**config.mk**
```make
export PLATFORM = sky130hd
export DESIGN_NAME = sorted_ready_queue
export DESIGN_NICKNAME = d
export VERILOG_FILES = /design/src/srq_pkg.sv /design/src/srq_cell.sv /design/src/sorted_ready_queue.sv
export SDC_FILE = /design/constraint.sdc
export NUM_CORES = 2
export LEC_CHECK = 0
export BUFFER_PORTS_ARGS = -buffer_cell sky130_fd_sc_hd__buf_2
export CAP_MARGIN = 5
export CORE_ASPECT_RATIO = 2
export CORE_MARGIN = 2
export CORE_UTILIZATION = 30
export DETAILED_ROUTE_END_ITERATION = 16
export GPL_TIMING_DRIVEN = 1
export PLACE_DENSITY = 0.45
export SYNTH_ARGS = -nofsm -noshare
export SYNTH_HDL_FRONTEND = slang
export SYNTH_HIERARCHICAL = 1
export SYNTH_SLANG_ARGS = --single-unit
export TNS_END_PERCENT = 20
```
**constraint.sdc**
```tcl
create_clock -name clk -period 5.95 [get_ports clk]
set_input_delay 0.8925 -clock clk [delete_from_list [all_inputs] [get_ports clk]]
set_output_delay 0.8925 -clock clk [all_outputs]
set_load 0.02 [all_outputs]
```
**src/srq_pkg.sv**
```systemverilog
// ----------------------------------------------------------------------------
// srq_pkg: shared types and codes of the sorted ready queue
// Entry and travelling-item formats, request and status codes.
// ----------------------------------------------------------------------------
package srq_pkg;

  localparam int ID_W   = 16;
  localparam int TIME_W = 16;
  localparam int CNT_W  = 5;

  localparam logic [1:0] REQ_APPEND  = 2'd0;
  localparam logic [1:0] REQ_ORDERED = 2'd1;
  localparam logic [1:0] REQ_POP     = 2'd2;

  localparam logic [1:0] ST_DONE  = 2'd0;
  localparam logic [1:0] ST_EMPTY = 2'd1;
  localparam logic [1:0] ST_FULL  = 2'd2;

  typedef struct packed {
    logic [ID_W-1:0]   id;
    logic [TIME_W-1:0] est;
  } entry_t;

  // item moving down the cell row; once placed, it is a displaced entry
  // that drops into the first free cell
  typedef struct packed {
    logic   vld;
    logic   placed;
    logic   ordered;
    entry_t ent;
  } carry_t;

endpackage

```
**src/srq_cell.sv**
```systemverilog
// ----------------------------------------------------------------------------
// srq_cell: one slot of the queue
// Holds one entry, shifts toward the head on pop, and swaps with the item
// passing down the row on a push.
// ----------------------------------------------------------------------------
module srq_cell #(
  parameter int IW    = 4,
  parameter int INDEX = 0
) (
  input  logic            clk,
  input  logic            rst,
  input  logic            shift,
  input  srq_pkg::entry_t right_entry,
  input  logic [IW-1:0]   wave_base,
  input  srq_pkg::carry_t carry_in,
  output srq_pkg::entry_t entry,
  output srq_pkg::carry_t carry_out
);

  logic            tail;
  logic            take;
  srq_pkg::carry_t carry_next;

  // first free slot of the queue for the push in flight
  assign tail = (wave_base == IW'(INDEX));

  assign take = carry_in.vld &&
                (tail || carry_in.placed ||
                 (carry_in.ordered && (entry.est > carry_in.ent.est)));

  always_comb begin
    carry_next     = carry_in;
    carry_next.vld = carry_in.vld && !tail;
    if (take) begin
      carry_next.placed = 1'b1;
      carry_next.ent    = entry;
    end
  end

  always_ff @(posedge clk) begin
    if (shift) begin
      entry <= right_entry;
    end else if (take) begin
      entry <= carry_in.ent;
    end
  end

  always_ff @(posedge clk) begin
    if (rst) begin
      carry_out <= '0;
    end else begin
      carry_out <= carry_next;
    end
  end

endmodule

```
**src/sorted_ready_queue.sv**
```systemverilog
// ----------------------------------------------------------------------------
// sorted_ready_queue: bounded shortest-job-first queue for ordered pushes
// Row of slot cells; pushes travel down the row one cell per cycle.
// ----------------------------------------------------------------------------
// The result is registered in the cycle after the request is taken.
// Pops and refused requests do not hold the cell row; a push holds it,
//   stalling new requests, while the item moves down to the tail.
// Reset: the queue is empty; slot contents are undefined until written.
// ----------------------------------------------------------------------------
module sorted_ready_queue #(
  parameter int DEPTH = 16
) (
  input  logic        clk,
  input  logic        rst,
  input  logic        req_valid,
  output logic        req_stall,
  input  logic [1:0]  req_type,
  input  logic [15:0] proc_id,
  input  logic [15:0] est_time,
  output logic        rsp_valid,
  input  logic        rsp_stall,
  output logic [1:0]  status,
  output logic [15:0] popped_id,
  output logic [15:0] popped_time,
  output logic [4:0]  count_after
);

  localparam int CW = $clog2(DEPTH + 1);
  localparam int IW = (DEPTH > 1) ? $clog2(DEPTH) : 1;

  logic [CW-1:0]   count;
  logic [CW-1:0]   count_next;
  logic [CW-1:0]   wave_left;
  logic [IW-1:0]   wave_base;
  srq_pkg::carry_t inject;

  srq_pkg::entry_t entries [DEPTH];
  srq_pkg::carry_t carries [DEPTH];

  logic accept;
  logic is_push;
  logic is_pop;
  logic full;
  logic empty;
  logic push_ok;
  logic pop_ok;
  logic [1:0] status_next;
  logic [CW+4:0] count_ext;

  assign req_stall = (wave_left != '0) || (rsp_valid && rsp_stall);
  assign accept    = req_valid && !req_stall;

  assign is_push = (req_type == srq_pkg::REQ_APPEND) || (req_type == srq_pkg::REQ_ORDERED);
  assign is_pop  = (req_type == srq_pkg::REQ_POP);
  assign full    = (count == CW'(DEPTH));
  assign empty   = (count == '0);
  assign push_ok = accept && is_push && !full;
  assign pop_ok  = accept && is_pop && !empty;

  always_comb begin
    count_next  = count;
    status_next = srq_pkg::ST_DONE;
    if (is_push) begin
      if (full) begin
        status_next = srq_pkg::ST_FULL;
      end else begin
        count_next = count + CW'(1);
      end
    end else if (is_pop) begin
      if (empty) begin
        status_next = srq_pkg::ST_EMPTY;
      end else begin
        count_next = count - CW'(1);
      end
    end
  end

  assign count_ext = {5'd0, count_next};

  always_ff @(posedge clk) begin
    if (rst) begin
      count      <= '0;
      wave_left  <= '0;
      inject.vld <= 1'b0;
      rsp_valid  <= 1'b0;
    end else begin
      inject.vld <= push_ok;
      if (push_ok) begin
        inject.placed  <= 1'b0;
        inject.ordered <= (req_type == srq_pkg::REQ_ORDERED);
        inject.ent.id  <= proc_id;
        inject.ent.est <= est_time;
      end
      if (accept) begin
        count     <= count_next;
        rsp_valid <= 1'b1;
      end else if (!rsp_stall) begin
        rsp_valid <= 1'b0;
      end
      if (push_ok) begin
        wave_left <= count + CW'(1);
      end else if (wave_left != '0) begin
        wave_left <= wave_left - CW'(1);
      end
    end
  end

  // payload registers
  always_ff @(posedge clk) begin
    if (push_ok) begin
      wave_base <= count[IW-1:0];
    end
    if (accept) begin
      status      <= status_next;
      count_after <= count_ext[4:0];
      if (pop_ok) begin
        popped_id   <= entries[0].id;
        popped_time <= entries[0].est;
      end else begin
        popped_id   <= '0;
        popped_time <= '0;
      end
    end
  end

  for (genvar k = 0; k < DEPTH; k++) begin : g_cell
    srq_cell #(
      .IW    (IW),
      .INDEX (k)
    ) u_cell (
      .clk         (clk),
      .rst         (rst),
      .shift       (pop_ok),
      .right_entry ((k == DEPTH - 1) ? entries[k] : entries[(k + 1) % DEPTH]),
      .wave_base   (wave_base),
      .carry_in    ((k == 0) ? inject : carries[(k + DEPTH - 1) % DEPTH]),
      .entry       (entries[k]),
      .carry_out   (carries[k])
    );
  end

endmodule
```
==> impl_results.md <==
* Slew @ Worst Pin at 1.22 ns
* R2r setup slk at 2.22 ns
* CP startpoint kind: register
* RR Endpoint: g_cell[0].u_cell/entry[25]$_DFFE_PP_
* Max Cap Viol at 0
* I/O pin count at 79
* Crit path kind: reg2reg
* Initial Utilization at 30.1%
* Final Max Slew Viols at 0
* Setup slack after placement at 2.11 ns
* Core ar. at 0.181 mm²
* Peak VDD IR at 0.244 mV
* Fmax at 268 MHz
* Worst endpoint required time at 6.30 ns
* Vias in the first global route at 34358
* Remaining Overflow, GRT at 0
* CP endpoint: g_cell[0].u_cell/entry[25]$_DFFE_PP_
* PwrDens at 304 mW/mm²
* Critical Path AT at 4.08 ns
* Initial DRC Count at 1974
* Hold_buf cts at 0
* Worst hold path class: in2reg
* DR pass1 iterations at 6
* Tcrit/Tclk final at 62.7%
* LEAKAGE at 22.3 nW
* Post-Syn Instances at 4697
* Final TNS setup at 0 ns
* Post-layout worst setup margin at 2.22 ns
* First-pass GRT wire length at 211000 µm
* Post-route DRC at 0
* Largest net degree at the start of global routing at 238
* Port buffer count at 78
* Area Growth Syn to Fin at 11.1%
* Clk root buf: clkbuf_16
* RSZ-0062 raised after global routing: false
* Max Clock Skew at 0.0683 ns
* Mapped cell area at 0.0544 mm²
* H-tree levels at 3
* Die height at 606 µm
* Skew-Pair Late Insertion Delay at 0.74 ns
* Placed cell areas at 0.0567 mm²
* Total die area at 0.185 mm²
* Setup violators final at 0
* Cts repair resizes at 0
* Post-Layout Inst Area at 0.0605 mm²
* Warnings, synthesis at 6
* Fin. Hold Viols at 0
* DIE WIDTH at 305 µm
* Max FO, Critical Path at 91
* Vias at 33261
* Antenna violations before repair at 7
* Hold slack at 0.335 ns
* Syn avg cell area at 11.6 µm²
* Final Critical Period at 3.73 ns
* Status: finished, final reports clean
* CP Launch Point: wave_left[0]$_SDFFE_PP0P_
* Rel. slew slack at 17.8%
* Final Wtd Congestion at 0.774
* Reg-to-Reg Start: wave_left[0]$_SDFFE_PP0P_
* Drt total wl at 136000 µm
* TritonCTS clock tree: done
* TritonCTS Sinks at 1125
* Vias per cell at 4.66
* R2R depth at 8
* Dpl hpwl at 93000 µm
* Row cnt at 221
* Postcts setup bufs at 0
* Total track usage at 14.5%
* Share of post-route cells with drive strength above 1 at 13.6%
* Post-DRT Antenna Nets at 0
* Layout Nets at 4992
* Clock buffer depth at 3
* Drt wl/cell at 19.0 µm
* CTS clk-pin slew, worst paths at 0.07 ns
* CTS buffer count at 112
* Worst Setup End Kind: register
==> cells in the final DEF, fill, tap and decap left out, types with 33 or more instances in the layout <==
master and n:
buf_2 77, nor2_1 46, mux2i_1 465, nand2b_1 904, nand4_1 34, ha_1 259, a21oi_1 110, nand2_1 302
mux2_1 49, o21ai_0 237, mux2_2 224, and2_1 33, edfxtp_1 588, dfxtp_1 537, o21ai_1 53, clkbuf_16 114
buf_4 53, inv_1 268
==> metrics by stage <==
stage | total power [mW] | instances | util (%)
floorplan | 10.5 | 4698 | -
global placement | 11.2 | 6922 | 31.4
detailed placement | 11.2 | 6922 | 31.4
CTS | 18.7 | 7136 | 33.5
global route | 19.2 | 7137 | 33.5
finish | 18.4 | 7137 | 33.5
==> routing by layer <==
layer  GRT usage [%]  wire, µm  up-vias
li1                -         -    16339
met1            19.0     62900    16349
met2            25.1     66400      415
met3            1.77      3830      158
met4            3.53      2580        0
met5               0         0        -
==> layout make-up <==
class | instances | area [µm²]
Fill cell | 18105 | 120000
Sequential cell | 1125 | 28400
Multi-Input combinational cell | 3047 | 23400
Clock buffer | 140 | 3030
Tap cell | 2341 | 2930
Inverter | 270 | 1010
Timing Repair Buffer | 139 | 958
Clock inverter | 74 | 733
Antenna cell | 1 | 2.50
==> registers in the layout (all words and copies together), names as in the netlist, 5 cells and up <==
signal and flops:
count 5, count_after 5, g_cell.u_cell/carry_out 525, g_cell.u_cell/entry 512
inject 34, popped_id 16, popped_time 16, wave_left 5
==> critical path, stage by stage (launching register included) <==
cell and delay [ns]:
dfxtp_1 0.30, inv_1 0.09, ha_1 0.23, nor4b_4 0.41, nand3_2 0.32, inv_2 0.12
and3_4 0.64, buf_12 0.41, or2_2 0.73
==> report_power, final <==
part           internal, mW  switching [mW]
registers              8.71           0.327
clock network          4.08            3.29
logic                 0.764            1.21
==> how the worst min path moves through the flow <==
| stage | start | to | slack (ns) | cells after the start |
|---|---|---|---|---|
| global placement | g_cell[1].u_cell/carry_out[29]$_SDFF_PP0_ | g_cell[2].u_cell/carry_out[29]$_SDFF_PP0_ | 0.45 | 2 |
| finish | proc_id[0] | inject[16]$_DFFE_PP_ | 0.33 | 1 |
| floorplan | g_cell[11].u_cell/carry_out[32]$_SDFF_PP0_ | g_cell[12].u_cell/carry_out[32]$_SDFF_PP0_ | 0.43 | 1 |
| global route | proc_id[3] | inject[19]$_DFFE_PP_ | 0.28 | 1 |
| detailed placement | g_cell[13].u_cell/carry_out[32]$_SDFF_PP0_ | g_cell[14].u_cell/carry_out[32]$_SDFF_PP0_ | 0.46 | 1 |
| CTS | proc_id[0] | inject[16]$_DFFE_PP_ | 0.26 | 1 |
(Power assumes the default switching activity.)
